==> config.mk <==
export PLATFORM = sky130hd
export DESIGN_NAME = ohlcv_bar_cascade_aggregator_flat
export DESIGN_NICKNAME = d
export VERILOG_FILES = /design/src/hdl/obca_pkg.sv /design/src/hdl/obca_cfg_if.sv /design/src/hdl/obca_candle_if.sv /design/src/hdl/obca_bar_if.sv /design/src/hdl/obca_level.sv /design/src/hdl/ohlcv_bar_cascade_aggregator.sv /design/src/flat_wrapper.sv
export SDC_FILE = /design/constraint.sdc
export NUM_CORES = 2
export LEC_CHECK = 0
export ABC_AREA = 0
export CAP_MARGIN = 10
export CORE_MARGIN = 3
export CORE_UTILIZATION = 69
export CTS_BUF_LIST = sky130_fd_sc_hd__clkbuf_16
export CTS_CLUSTER_DIAMETER = 40
export DETAILED_ROUTE_END_ITERATION = 10
export DONT_BUFFER_PORTS = 1
export GPL_ROUTABILITY_DRIVEN = 0
export PLACE_DENSITY_LB_ADDON = 0.3
export SLEW_MARGIN = 20
export SYNTH_ARGS = -nofsm -noshare
export SYNTH_HDL_FRONTEND = slang
export SYNTH_SLANG_ARGS = --single-unit
==> constraint.sdc <==
create_clock -name clk -period 58.2 [get_ports clk]
set_input_delay 2.91 -clock clk [delete_from_list [all_inputs] [get_ports clk]]
set_output_delay 2.91 -clock clk [all_outputs]
set_load 0.005 [all_outputs]
==> src/hdl/obca_pkg.sv <==
// ----------------------------------------------------------------------------
// obca_pkg
// shared constants and helpers for the ohlcv bar cascade aggregator
// ----------------------------------------------------------------------------
package obca_pkg;

  localparam int RATIO_BITS     = 7;
  localparam int COUNT_BITS     = 6;
  localparam int CFG_INDEX_BITS = 3;
  localparam int TOTAL_BITS     = 63;
  localparam int BAR_VOL_EXTRA  = 6;
  localparam int MAX_RESULTS    = 4;
  localparam int TF_BITS        = 2;

  localparam logic [RATIO_BITS-1:0] RATIO_MAX = 7'd64;
  localparam logic [RATIO_BITS-1:0] RATIO_MIN = 7'd1;

  localparam logic [RATIO_BITS-1:0] RATIO_LEVEL1_RESET = 7'd6;
  localparam logic [RATIO_BITS-1:0] RATIO_LEVEL2_RESET = 7'd2;
  localparam logic [RATIO_BITS-1:0] RATIO_LEVEL3_RESET = 7'd5;
  localparam logic [RATIO_BITS-1:0] LOCAL_WINDOW_RESET = 7'd6;
  localparam logic [31:0]           INITIAL_LOW_RESET  = 32'd1000000;

  localparam logic [CFG_INDEX_BITS-1:0] REG_RATIO_LEVEL1 = 3'd0;
  localparam logic [CFG_INDEX_BITS-1:0] REG_RATIO_LEVEL2 = 3'd1;
  localparam logic [CFG_INDEX_BITS-1:0] REG_RATIO_LEVEL3 = 3'd2;
  localparam logic [CFG_INDEX_BITS-1:0] REG_LOCAL_WINDOW = 3'd3;
  localparam logic [CFG_INDEX_BITS-1:0] REG_INITIAL_LOW  = 3'd4;

  localparam logic [TF_BITS-1:0] TF_BASE   = 2'd0;
  localparam logic [TF_BITS-1:0] TF_LEVEL1 = 2'd1;
  localparam logic [TF_BITS-1:0] TF_LEVEL2 = 2'd2;
  localparam logic [TF_BITS-1:0] TF_LEVEL3 = 2'd3;

  // zero acts as one, anything above the maximum acts as the maximum
  function automatic logic [RATIO_BITS-1:0] eff_ratio(input logic [RATIO_BITS-1:0] r);
    logic [RATIO_BITS-1:0] e;
    if (r == '0) begin
      e = RATIO_MIN;
    end else if (r > RATIO_MAX) begin
      e = RATIO_MAX;
    end else begin
      e = r;
    end
    return e;
  endfunction

  function automatic logic count_reaches(input logic [COUNT_BITS-1:0] cnt,
                                         input logic [RATIO_BITS-1:0] r);
    logic [RATIO_BITS-1:0] nxt;
    nxt = RATIO_BITS'(cnt) + RATIO_BITS'(1);
    return nxt >= eff_ratio(r);
  endfunction

endpackage

==> src/hdl/obca_cfg_if.sv <==
// ----------------------------------------------------------------------------
// obca_cfg_if
// register write channel: index and data
// ----------------------------------------------------------------------------
interface obca_cfg_if import obca_pkg::*; #(
  parameter int DATA_BITS = 24
);
  logic                      valid;
  logic                      ready;
  logic [CFG_INDEX_BITS-1:0] index;
  logic [DATA_BITS-1:0]      data;

  modport source (output valid, output index, output data, input ready);
  modport sink   (input valid, input index, input data, output ready);
endinterface

==> src/hdl/obca_candle_if.sv <==
// ----------------------------------------------------------------------------
// obca_candle_if
// base candle input channel
// ----------------------------------------------------------------------------
interface obca_candle_if #(
  parameter int PRICE_BITS  = 24,
  parameter int VOLUME_BITS = 32
);
  logic                   valid;
  logic                   ready;
  logic [PRICE_BITS-1:0]  open_price;
  logic [PRICE_BITS-1:0]  high_price;
  logic [PRICE_BITS-1:0]  low_price;
  logic [PRICE_BITS-1:0]  close_price;
  logic [VOLUME_BITS-1:0] trade_volume;

  modport source (output valid, output open_price, output high_price, output low_price,
                  output close_price, output trade_volume, input ready);
  modport sink   (input valid, input open_price, input high_price, input low_price,
                  input close_price, input trade_volume, output ready);
endinterface

==> src/hdl/obca_bar_if.sv <==
// ----------------------------------------------------------------------------
// obca_bar_if
// result channel: base candle and completed bars with running status
// ----------------------------------------------------------------------------
interface obca_bar_if import obca_pkg::*; #(
  parameter int PRICE_BITS  = 24,
  parameter int VOLUME_BITS = 32
);
  logic                                 valid;
  logic                                 ready;
  logic [TF_BITS-1:0]                   timeframe;
  logic [PRICE_BITS-1:0]                bar_open;
  logic [PRICE_BITS-1:0]                bar_high;
  logic [PRICE_BITS-1:0]                bar_low;
  logic [PRICE_BITS-1:0]                bar_close;
  logic [VOLUME_BITS+BAR_VOL_EXTRA-1:0] bar_volume;
  logic [PRICE_BITS-1:0]                day_high;
  logic [PRICE_BITS-1:0]                day_low;
  logic [PRICE_BITS-1:0]                window_high;
  logic [PRICE_BITS-1:0]                window_low;
  logic [TOTAL_BITS-1:0]                running_volume;
  logic                                 last_of_run;

  modport source (output valid, output timeframe, output bar_open, output bar_high,
                  output bar_low, output bar_close, output bar_volume, output day_high,
                  output day_low, output window_high, output window_low,
                  output running_volume, output last_of_run, input ready);
  modport sink   (input valid, input timeframe, input bar_open, input bar_high,
                  input bar_low, input bar_close, input bar_volume, input day_high,
                  input day_low, input window_high, input window_low,
                  input running_volume, input last_of_run, output ready);
endinterface

==> src/hdl/obca_level.sv <==
// ----------------------------------------------------------------------------
// obca_level
// one aggregation level: counts incoming bars and builds the open, high,
// low and saturating volume of the bar in progress
// ----------------------------------------------------------------------------
module obca_level import obca_pkg::*; #(
  parameter int PRICE_BITS = 24,
  parameter int VOL_BITS   = 38
) (
  input  logic                  clk,
  input  logic                  rst,
  input  logic                  advance,
  input  logic [RATIO_BITS-1:0] ratio,
  input  logic [PRICE_BITS-1:0] in_open,
  input  logic [PRICE_BITS-1:0] in_high,
  input  logic [PRICE_BITS-1:0] in_low,
  input  logic [VOL_BITS-1:0]   in_vol,
  output logic                  done,
  output logic [PRICE_BITS-1:0] out_open,
  output logic [PRICE_BITS-1:0] out_high,
  output logic [PRICE_BITS-1:0] out_low,
  output logic [VOL_BITS-1:0]   out_vol
);

  logic [COUNT_BITS-1:0] count;
  logic [PRICE_BITS-1:0] level_open;
  logic [PRICE_BITS-1:0] level_high;
  logic [PRICE_BITS-1:0] level_low;
  logic [VOL_BITS-1:0]   level_volume;
  logic [VOL_BITS:0]     vol_sum;
  logic                  first;

  assign first    = (count == '0);
  assign done     = count_reaches(count, ratio);
  assign out_open = first ? in_open : level_open;
  assign out_high = (in_high > level_high) ? in_high : level_high;
  assign out_low  = (in_low < level_low) ? in_low : level_low;
  assign vol_sum  = {1'b0, level_volume} + {1'b0, in_vol};
  assign out_vol  = vol_sum[VOL_BITS] ? {VOL_BITS{1'b1}} : vol_sum[VOL_BITS-1:0];

  always_ff @(posedge clk) begin
    if (advance && first) begin
      level_open <= in_open;
    end
  end

  always_ff @(posedge clk) begin
    if (rst) begin
      count        <= '0;
      level_high   <= '0;
      level_low    <= '1;
      level_volume <= '0;
    end else if (advance) begin
      if (done) begin
        count        <= '0;
        level_high   <= '0;
        level_low    <= '1;
        level_volume <= '0;
      end else begin
        count        <= count + COUNT_BITS'(1);
        level_high   <= out_high;
        level_low    <= out_low;
        level_volume <= out_vol;
      end
    end
  end

endmodule

==> src/hdl/ohlcv_bar_cascade_aggregator.sv <==
// ----------------------------------------------------------------------------
// ohlcv_bar_cascade_aggregator
// rolls base ohlcv candles into three cascaded bar levels with daily,
// window and running volume status
// ----------------------------------------------------------------------------
// usage:
//   candle : base candle input, one transfer per candle
//   bar    : results, the base candle first, then each bar it completes,
//            last_of_run marks the final result of a candle
//   cfg    : register writes, always ready; the user must see that they are
//            taken only while the block is idle; the block does not enforce it
// a candle passes the input register and then the result buffer before its
// first result is valid; it produces n (1 to 4) results on the single result port
// a candle sits in the input register while the previous candle's results
// drain; all state is updated in the cycle it moves to the result buffer
// reset clears counters and bars, restores register defaults and sets
// daily, window and pending lows to the default initial low
// a stalled receiver holds the current result; one more candle is held in
// the input register, then candle.ready drops
// ----------------------------------------------------------------------------
module ohlcv_bar_cascade_aggregator import obca_pkg::*; #(
  parameter int PRICE_BITS  = 24,
  parameter int VOLUME_BITS = 32
) (
  input  logic          clk,
  input  logic          rst,
  obca_cfg_if.sink      cfg,
  obca_candle_if.sink   candle,
  obca_bar_if.source    bar
);

  localparam int BARVOL_BITS = VOLUME_BITS + BAR_VOL_EXTRA;
  localparam int SLOT_BITS   = $clog2(MAX_RESULTS);
  localparam logic [TOTAL_BITS-1:0] TOTAL_MAX = {TOTAL_BITS{1'b1}};

  // configuration
  logic [RATIO_BITS-1:0] ratio_level1;
  logic [RATIO_BITS-1:0] ratio_level2;
  logic [RATIO_BITS-1:0] ratio_level3;
  logic [RATIO_BITS-1:0] local_window;
  logic [PRICE_BITS-1:0] initial_low;

  assign cfg.ready = 1'b1;

  always_ff @(posedge clk) begin
    if (rst) begin
      ratio_level1 <= RATIO_LEVEL1_RESET;
      ratio_level2 <= RATIO_LEVEL2_RESET;
      ratio_level3 <= RATIO_LEVEL3_RESET;
      local_window <= LOCAL_WINDOW_RESET;
      initial_low  <= PRICE_BITS'(INITIAL_LOW_RESET);
    end else if (cfg.valid) begin
      case (cfg.index)
        REG_RATIO_LEVEL1: ratio_level1 <= cfg.data[RATIO_BITS-1:0];
        REG_RATIO_LEVEL2: ratio_level2 <= cfg.data[RATIO_BITS-1:0];
        REG_RATIO_LEVEL3: ratio_level3 <= cfg.data[RATIO_BITS-1:0];
        REG_LOCAL_WINDOW: local_window <= cfg.data[RATIO_BITS-1:0];
        REG_INITIAL_LOW:  initial_low  <= cfg.data[PRICE_BITS-1:0];
        default: begin
        end
      endcase
    end
  end

  // input register
  logic                   in_full;
  logic [PRICE_BITS-1:0]  in_open;
  logic [PRICE_BITS-1:0]  in_high;
  logic [PRICE_BITS-1:0]  in_low;
  logic [PRICE_BITS-1:0]  in_close;
  logic [VOLUME_BITS-1:0] in_vol;

  // result buffer
  logic                   out_full;
  logic [SLOT_BITS-1:0]   out_idx;
  logic [SLOT_BITS-1:0]   out_last;
  logic [PRICE_BITS-1:0]  slot_open [MAX_RESULTS];
  logic [PRICE_BITS-1:0]  slot_high [MAX_RESULTS];
  logic [PRICE_BITS-1:0]  slot_low  [MAX_RESULTS];
  logic [BARVOL_BITS-1:0] slot_vol  [MAX_RESULTS];
  logic [PRICE_BITS-1:0]  res_close;
  logic [PRICE_BITS-1:0]  res_day_high;
  logic [PRICE_BITS-1:0]  res_day_low;
  logic [PRICE_BITS-1:0]  win_high_old;
  logic [PRICE_BITS-1:0]  win_low_old;
  logic [PRICE_BITS-1:0]  win_high_new;
  logic [PRICE_BITS-1:0]  win_low_new;
  logic [TOTAL_BITS-1:0]  total_old;
  logic [TOTAL_BITS-1:0]  total_new;

  logic out_take;
  logic out_done;
  logic fire;

  assign out_take     = out_full && bar.ready;
  assign out_done     = out_take && (out_idx == out_last);
  assign fire         = in_full && (!out_full || out_done);
  assign candle.ready = !in_full || fire;

  always_ff @(posedge clk) begin
    if (rst) begin
      in_full <= 1'b0;
    end else if (candle.ready) begin
      in_full <= candle.valid;
    end
  end

  always_ff @(posedge clk) begin
    if (candle.valid && candle.ready) begin
      in_open  <= candle.open_price;
      in_high  <= candle.high_price;
      in_low   <= candle.low_price;
      in_close <= candle.close_price;
      in_vol   <= candle.trade_volume;
    end
  end

  // running state
  logic [PRICE_BITS-1:0] day_high;
  logic [PRICE_BITS-1:0] day_low;
  logic [PRICE_BITS-1:0] local_high;
  logic [PRICE_BITS-1:0] local_low;
  logic [PRICE_BITS-1:0] pend_high;
  logic [PRICE_BITS-1:0] pend_low;
  logic [COUNT_BITS-1:0] count_window;
  logic [TOTAL_BITS-1:0] volume_total;

  logic [PRICE_BITS-1:0] day_high_next;
  logic [PRICE_BITS-1:0] day_low_next;
  logic [BARVOL_BITS-1:0] base_vol;

  assign day_high_next = (in_high > day_high) ? in_high : day_high;
  assign day_low_next  = (in_low < day_low) ? in_low : day_low;
  assign base_vol      = BARVOL_BITS'(in_vol);

  // level cascade
  logic                   done1, done2, done3;
  logic                   adv2, adv3, adv_win;
  logic [PRICE_BITS-1:0]  b1_open, b1_high, b1_low;
  logic [PRICE_BITS-1:0]  b2_open, b2_high, b2_low;
  logic [PRICE_BITS-1:0]  b3_open, b3_high, b3_low;
  logic [BARVOL_BITS-1:0] b1_vol, b2_vol, b3_vol;

  assign adv2    = fire && done1;
  assign adv3    = adv2 && done2;
  assign adv_win = adv3 && done3;

  obca_level #(.PRICE_BITS(PRICE_BITS), .VOL_BITS(BARVOL_BITS)) u_level1 (
    .clk      (clk),
    .rst      (rst),
    .advance  (fire),
    .ratio    (ratio_level1),
    .in_open  (in_open),
    .in_high  (in_high),
    .in_low   (in_low),
    .in_vol   (base_vol),
    .done     (done1),
    .out_open (b1_open),
    .out_high (b1_high),
    .out_low  (b1_low),
    .out_vol  (b1_vol)
  );

  obca_level #(.PRICE_BITS(PRICE_BITS), .VOL_BITS(BARVOL_BITS)) u_level2 (
    .clk      (clk),
    .rst      (rst),
    .advance  (adv2),
    .ratio    (ratio_level2),
    .in_open  (b1_open),
    .in_high  (b1_high),
    .in_low   (b1_low),
    .in_vol   (b1_vol),
    .done     (done2),
    .out_open (b2_open),
    .out_high (b2_high),
    .out_low  (b2_low),
    .out_vol  (b2_vol)
  );

  obca_level #(.PRICE_BITS(PRICE_BITS), .VOL_BITS(BARVOL_BITS)) u_level3 (
    .clk      (clk),
    .rst      (rst),
    .advance  (adv3),
    .ratio    (ratio_level3),
    .in_open  (b2_open),
    .in_high  (b2_high),
    .in_low   (b2_low),
    .in_vol   (b2_vol),
    .done     (done3),
    .out_open (b3_open),
    .out_high (b3_high),
    .out_low  (b3_low),
    .out_vol  (b3_vol)
  );

  // running volume over level-2 bars
  logic [TOTAL_BITS:0]   total_sum;
  logic [TOTAL_BITS-1:0] total_sat;

  assign total_sum = {1'b0, volume_total} + (TOTAL_BITS + 1)'(b2_vol);
  assign total_sat = (total_sum > {1'b0, TOTAL_MAX}) ? TOTAL_MAX : total_sum[TOTAL_BITS-1:0];

  // local window over level-3 bars
  logic [PRICE_BITS-1:0] pend_high_acc;
  logic [PRICE_BITS-1:0] pend_low_acc;
  logic                  win_latch;

  assign pend_high_acc = (b3_high > pend_high) ? b3_high : pend_high;
  assign pend_low_acc  = (b3_low < pend_low) ? b3_low : pend_low;
  assign win_latch     = count_reaches(count_window, local_window);

  always_ff @(posedge clk) begin
    if (rst) begin
      day_high     <= '0;
      day_low      <= PRICE_BITS'(INITIAL_LOW_RESET);
      local_high   <= '0;
      local_low    <= PRICE_BITS'(INITIAL_LOW_RESET);
      pend_high    <= '0;
      pend_low     <= PRICE_BITS'(INITIAL_LOW_RESET);
      count_window <= '0;
      volume_total <= '0;
    end else begin
      if (fire) begin
        day_high <= day_high_next;
        day_low  <= day_low_next;
      end
      if (adv3) begin
        volume_total <= total_sat;
      end
      if (adv_win) begin
        if (win_latch) begin
          local_high   <= pend_high_acc;
          local_low    <= pend_low_acc;
          pend_high    <= '0;
          pend_low     <= initial_low;
          count_window <= '0;
        end else begin
          pend_high    <= pend_high_acc;
          pend_low     <= pend_low_acc;
          count_window <= count_window + COUNT_BITS'(1);
        end
      end
    end
  end

  // result buffer control
  logic [SLOT_BITS-1:0] last_next;

  always_comb begin
    if (!done1) begin
      last_next = SLOT_BITS'(TF_BASE);
    end else if (!done2) begin
      last_next = SLOT_BITS'(TF_LEVEL1);
    end else if (!done3) begin
      last_next = SLOT_BITS'(TF_LEVEL2);
    end else begin
      last_next = SLOT_BITS'(TF_LEVEL3);
    end
  end

  always_ff @(posedge clk) begin
    if (rst) begin
      out_full <= 1'b0;
      out_idx  <= '0;
      out_last <= '0;
    end else if (fire) begin
      out_full <= 1'b1;
      out_idx  <= '0;
      out_last <= last_next;
    end else if (out_done) begin
      out_full <= 1'b0;
    end else if (out_take) begin
      out_idx <= out_idx + SLOT_BITS'(1);
    end
  end

  always_ff @(posedge clk) begin
    if (fire) begin
      slot_open[0]  <= in_open;
      slot_high[0]  <= in_high;
      slot_low[0]   <= in_low;
      slot_vol[0]   <= base_vol;
      slot_open[1]  <= b1_open;
      slot_high[1]  <= b1_high;
      slot_low[1]   <= b1_low;
      slot_vol[1]   <= b1_vol;
      slot_open[2]  <= b2_open;
      slot_high[2]  <= b2_high;
      slot_low[2]   <= b2_low;
      slot_vol[2]   <= b2_vol;
      slot_open[3]  <= b3_open;
      slot_high[3]  <= b3_high;
      slot_low[3]   <= b3_low;
      slot_vol[3]   <= b3_vol;
      res_close     <= in_close;
      res_day_high  <= day_high_next;
      res_day_low   <= day_low_next;
      win_high_old  <= local_high;
      win_low_old   <= local_low;
      win_high_new  <= win_latch ? pend_high_acc : local_high;
      win_low_new   <= win_latch ? pend_low_acc : local_low;
      total_old     <= volume_total;
      total_new     <= total_sat;
    end
  end

  // result port
  logic late_window;
  logic late_total;

  assign late_window = (out_idx == SLOT_BITS'(TF_LEVEL3));
  assign late_total  = (out_idx >= SLOT_BITS'(TF_LEVEL2));

  assign bar.valid          = out_full;
  assign bar.timeframe      = TF_BITS'(out_idx);
  assign bar.bar_open       = slot_open[out_idx];
  assign bar.bar_high       = slot_high[out_idx];
  assign bar.bar_low        = slot_low[out_idx];
  assign bar.bar_close      = res_close;
  assign bar.bar_volume     = slot_vol[out_idx];
  assign bar.day_high       = res_day_high;
  assign bar.day_low        = res_day_low;
  assign bar.window_high    = late_window ? win_high_new : win_high_old;
  assign bar.window_low     = late_window ? win_low_new : win_low_old;
  assign bar.running_volume = late_total ? total_new : total_old;
  assign bar.last_of_run    = (out_idx == out_last);

endmodule
==> src/flat_wrapper.sv <==
// flat-port wrapper written by rule: the top's interface ports become plain ports
module ohlcv_bar_cascade_aggregator_flat import obca_pkg::*;
#(
  parameter int PRICE_BITS  = 24,
  parameter int VOLUME_BITS = 32
)
  (clk, rst, cfg_valid, cfg_index, cfg_data, cfg_ready, candle_valid, candle_open_price, candle_high_price, candle_low_price, candle_close_price, candle_trade_volume, candle_ready, bar_valid, bar_timeframe, bar_bar_open, bar_bar_high, bar_bar_low, bar_bar_close, bar_bar_volume, bar_day_high, bar_day_low, bar_window_high, bar_window_low, bar_running_volume, bar_last_of_run, bar_ready);
  obca_cfg_if cfg_i ();
  obca_candle_if #(.PRICE_BITS(PRICE_BITS), .VOLUME_BITS(VOLUME_BITS)) candle_i ();
  obca_bar_if #(.PRICE_BITS(PRICE_BITS), .VOLUME_BITS(VOLUME_BITS)) bar_i ();
  input  logic clk;
  input  logic rst;
  input wire logic [$bits(cfg_i.valid)-1:0] cfg_valid;
  input wire logic [$bits(cfg_i.index)-1:0] cfg_index;
  input wire logic [$bits(cfg_i.data)-1:0] cfg_data;
  output wire logic [$bits(cfg_i.ready)-1:0] cfg_ready;
  input wire logic [$bits(candle_i.valid)-1:0] candle_valid;
  input wire logic [$bits(candle_i.open_price)-1:0] candle_open_price;
  input wire logic [$bits(candle_i.high_price)-1:0] candle_high_price;
  input wire logic [$bits(candle_i.low_price)-1:0] candle_low_price;
  input wire logic [$bits(candle_i.close_price)-1:0] candle_close_price;
  input wire logic [$bits(candle_i.trade_volume)-1:0] candle_trade_volume;
  output wire logic [$bits(candle_i.ready)-1:0] candle_ready;
  output wire logic [$bits(bar_i.valid)-1:0] bar_valid;
  output wire logic [$bits(bar_i.timeframe)-1:0] bar_timeframe;
  output wire logic [$bits(bar_i.bar_open)-1:0] bar_bar_open;
  output wire logic [$bits(bar_i.bar_high)-1:0] bar_bar_high;
  output wire logic [$bits(bar_i.bar_low)-1:0] bar_bar_low;
  output wire logic [$bits(bar_i.bar_close)-1:0] bar_bar_close;
  output wire logic [$bits(bar_i.bar_volume)-1:0] bar_bar_volume;
  output wire logic [$bits(bar_i.day_high)-1:0] bar_day_high;
  output wire logic [$bits(bar_i.day_low)-1:0] bar_day_low;
  output wire logic [$bits(bar_i.window_high)-1:0] bar_window_high;
  output wire logic [$bits(bar_i.window_low)-1:0] bar_window_low;
  output wire logic [$bits(bar_i.running_volume)-1:0] bar_running_volume;
  output wire logic [$bits(bar_i.last_of_run)-1:0] bar_last_of_run;
  input wire logic [$bits(bar_i.ready)-1:0] bar_ready;
  assign cfg_i.valid = cfg_valid;
  assign cfg_i.index = cfg_index;
  assign cfg_i.data = cfg_data;
  assign cfg_ready = cfg_i.ready;
  assign candle_i.valid = candle_valid;
  assign candle_i.open_price = candle_open_price;
  assign candle_i.high_price = candle_high_price;
  assign candle_i.low_price = candle_low_price;
  assign candle_i.close_price = candle_close_price;
  assign candle_i.trade_volume = candle_trade_volume;
  assign candle_ready = candle_i.ready;
  assign bar_valid = bar_i.valid;
  assign bar_timeframe = bar_i.timeframe;
  assign bar_bar_open = bar_i.bar_open;
  assign bar_bar_high = bar_i.bar_high;
  assign bar_bar_low = bar_i.bar_low;
  assign bar_bar_close = bar_i.bar_close;
  assign bar_bar_volume = bar_i.bar_volume;
  assign bar_day_high = bar_i.day_high;
  assign bar_day_low = bar_i.day_low;
  assign bar_window_high = bar_i.window_high;
  assign bar_window_low = bar_i.window_low;
  assign bar_running_volume = bar_i.running_volume;
  assign bar_last_of_run = bar_i.last_of_run;
  assign bar_i.ready = bar_ready;
  ohlcv_bar_cascade_aggregator #(.PRICE_BITS(PRICE_BITS), .VOLUME_BITS(VOLUME_BITS)) u_core (.clk(clk), .rst(rst), .cfg(cfg_i), .candle(candle_i), .bar(bar_i));
endmodule
==> impl_metrics.tcl <==
set metrics [dict create \
    ys_seq_elements 1477 \
    hold_violations 0 \
    criticalPathCategory "reg2reg" \
    regArea_sq_mm 0.03886 \
    period_minus_slack_ns 12.52 \
    grt_pass1_wl_microns 294800 \
    rsz0062_at_grt "false" \
    r2r_cells 38 \
    grt_max_degree 173 \
    post_cts_buffers 0 \
    synthArstFlopShare 0 \
    drive_gt1_frac 0.1296 \
    antenna_left 0 \
    root_buffer "clkbuf_16" \
    r2r_slack_ns 45.68 \
    synth_edf_count 928 \
    worstPathMaxFanout 50 \
    required_ns 58.68 \
    cts.path.max_buffers 3 \
    cts.htree.levels 4 \
    dieArea_sq_mm 0.1073 \
    synth_top_area_cell "edfxtp_1" \
    worst_hold_path_type "reg2reg" \
    die_x_microns 327.5 \
    fin_skew_ns 0.03615 \
    cts_tree "yes" \
    worstPathArrival_ns 13.00 \
    worstMarginPinSlew_ns 1.207 \
    yosysMostFrequentCell "edfxtp_1" \
    drtIter0Drc 5775 \
    maxSlewViolCount 0 \
    cp_num_buf_inv 3 \
    clk_pin_slew_ns 0.07 \
    tns_ns 0 \
    p_total_w 0.002616 \
    viasPerCell 6.710 \
    fp.coreArea_sq_mm 0.1022 \
    cts-resized-gates 0 \
    synth_commonest_cells "edfxtp_1, nand2_1, dfxtp_1" \
    portBuffers 0 \
    slew_headroom 0.1870 \
    initial_core_util 0.6982 \
    whs_ns 0.4174 \
    avgSynthCellArea_sq_um 11.59 \
    numCtsBuffers 175 \
    post-route-drc-count 0 \
    worst_setup_path_start_kind "register" \
    crit_path_max_incr_delay_ns 0.87 \
    clock_latency_ns 0.79 \
    detailed_place_hpwl_microns 128400 \
    hp-start "u_core.in_close[15]$_DFFE_PP_" \
    synth_nets 6738 \
    ys_top_cells_by_area "edfxtp_1, dfxtp_1, ha_1" \
    outcome "finished, final reports clean" \
    synthesis.area_sq_mm 0.07134 \
    min_to "u_core.bar.bar_close[15]$_DFFE_PP_" \
    whs_path_depth 0 \
    clock_sinks 1477 \
    powerDensity_mw_per_mm2 33.39 \
    post-route-period-util 0.2151 \
    die_h_microns 327.5 \
    drv_cap 0 \
    area_growth_syn_to_layout_pct 9.844 \
    grtUsageTotal 0.3553 \
    drt-total-wl_microns 194100 \
    crit_family "compound AO/OA/AOI/OAI gates" \
    cts_hold_buf 0 \
    nFillCells 6248 \
    final_nets 6703 \
    p_leak_nw 30.26 \
    ir_drop_v 0.00002924 \
    antenna_found_initial 13 \
    yosysWarnings 0 \
    ys_seq_area_frac 0.5447 \
    setup_slack_ns 45.68 \
    synth_cells 6156 \
    setup.worst_path.start "u_core.in_high[1]$_DFFE_PP_" \
    overflow 0 \
    finalSetupViolations 0 \
    critPathCaptureType "register" \
    vias 51350 \
    routedWlPerCell_microns 25.37 \
    multi_input_area_sq_mm 0.03025 \
    row_count 117 \
    grt_pass1_vias 50380 \
    synth_top_area_frac 0.3906 \
    final_util 0.7669 \
    fmax_mhz 79.89 \
    dp_slack_ns 45.90 \
    ys.flop_type "edfxtp_1" \
    rr_endpoint "u_core.win_high_new[19]$_DFFE_PP_" \
    drtPass1Iterations 8 \
    cp_slowest_cell "nand3_1" \
    synthDistinctLibCells 103 \
    r2r-start "u_core.in_high[1]$_DFFE_PP_" \
    ios 459 \
]
## flip-flops by register name, summed over array words and instances, names as in the netlist, 32 cells and up, named ones only
register                      flops
u_core.u_level2.level_volume     38
u_core.slot_vol                 146
u_core.volume_total              63
u_core.in_vol                    32
u_core.slot_high                 96
u_core.slot_open                 96
u_core.total_new                 63
u_core.slot_low                  96
u_core.u_level3.level_volume     38
u_core.u_level1.level_volume     38
u_core.total_old                 63
## kinds of logic after synthesis
kind of cell,after synthesis,share of synthesized area
fa+ha+maj,422,0.07443
flops,1477,0.5447
xor+xnor,148,0.01817
other cells,1,0.00005257
compound gates,1484,0.1398
buf+inv,623,0.03453
mux,482,0.09136
simple gates,1519,0.09699
## metrics by stage
stage | std cells | area [sq um]
global route | 7650 | 78360
detailed placement | 7311 | 72630
floorplan | 6156 | 71340
CTS | 7642 | 78300
global placement | 7311 | 72630
finish | 7652 | 78360
## per-layer routing
metal	wire length, microns	global-route usage	vias up
met1	72110	0.4475	24990
met4	10860	0.1850	4
li1	-	-	22900
met2	91910	0.5714	2796
met3	19210	0.08871	656
met5	27	0	-
## power breakdown
group / total [W] / switching [W] / leakage, nW / internal, W
clock: 0.00106 / 0.000453 / 2.85 / 0.000604
sequential: 0.00119 / 0.0000229 / 13.2 / 0.00117
combinational: 0.000365 / 0.000235 / 14.2 / 0.000130
## cell usage in the layout (no fill, tap or decap), types with 27 or more instances in the layout
cell type  instances
nor2_1           389
o21ai_1           51
mux2_2           236
or2_2             27
a21oi_1          273
nor2b_1           32
mux4_2           104
xor2_1            59
and3_1            36
clkbuf_16        176
edfxtp_1         928
nand2b_1          58
a211oi_1          63
o211ai_1          51
dfxtp_1          547
nor3_1           107
a22o_1           123
xnor2_1           89
inv_1            362
nand4_1           54
or3_1             28
ha_1             417
a21o_1           148
o21a_1            60
o221ai_1          33
nand2_1          580
mux2i_1          129
o21ai_0          376
o2bb2ai_1         49
o22ai_1           27
nand3_1           94
buf_4             72
## worst max-delay path by stage
stage	end	slack, ns	cells past startpoint
after floorplan	u_core.u_level1.level_open[0]$_DFFE_PP_	32.26	7
after global placement	u_core.win_high_new[22]$_DFFE_PP_	46.44	39
after detailed placement	u_core.win_high_new[20]$_DFFE_PP_	45.90	38
after CTS	u_core.win_high_new[19]$_DFFE_PP_	45.48	39
after global routing	u_core.win_high_new[19]$_DFFE_PP_	45.02	38
final	u_core.win_high_new[19]$_DFFE_PP_	45.68	38
## area by class of cell
type | count | share of cell area
diodes | 9 | 0.0002874
clock buffers | 176 | 0.05620
clock inverters | 155 | 0.01608
inverters | 337 | 0.01624
multi-input cells | 4056 | 0.3860
flip-flops and latches | 1477 | 0.4960
well taps | 1368 | 0.02184
repair buffers | 74 | 0.007393
Note: power is estimated with default switching activity, not from simulation.
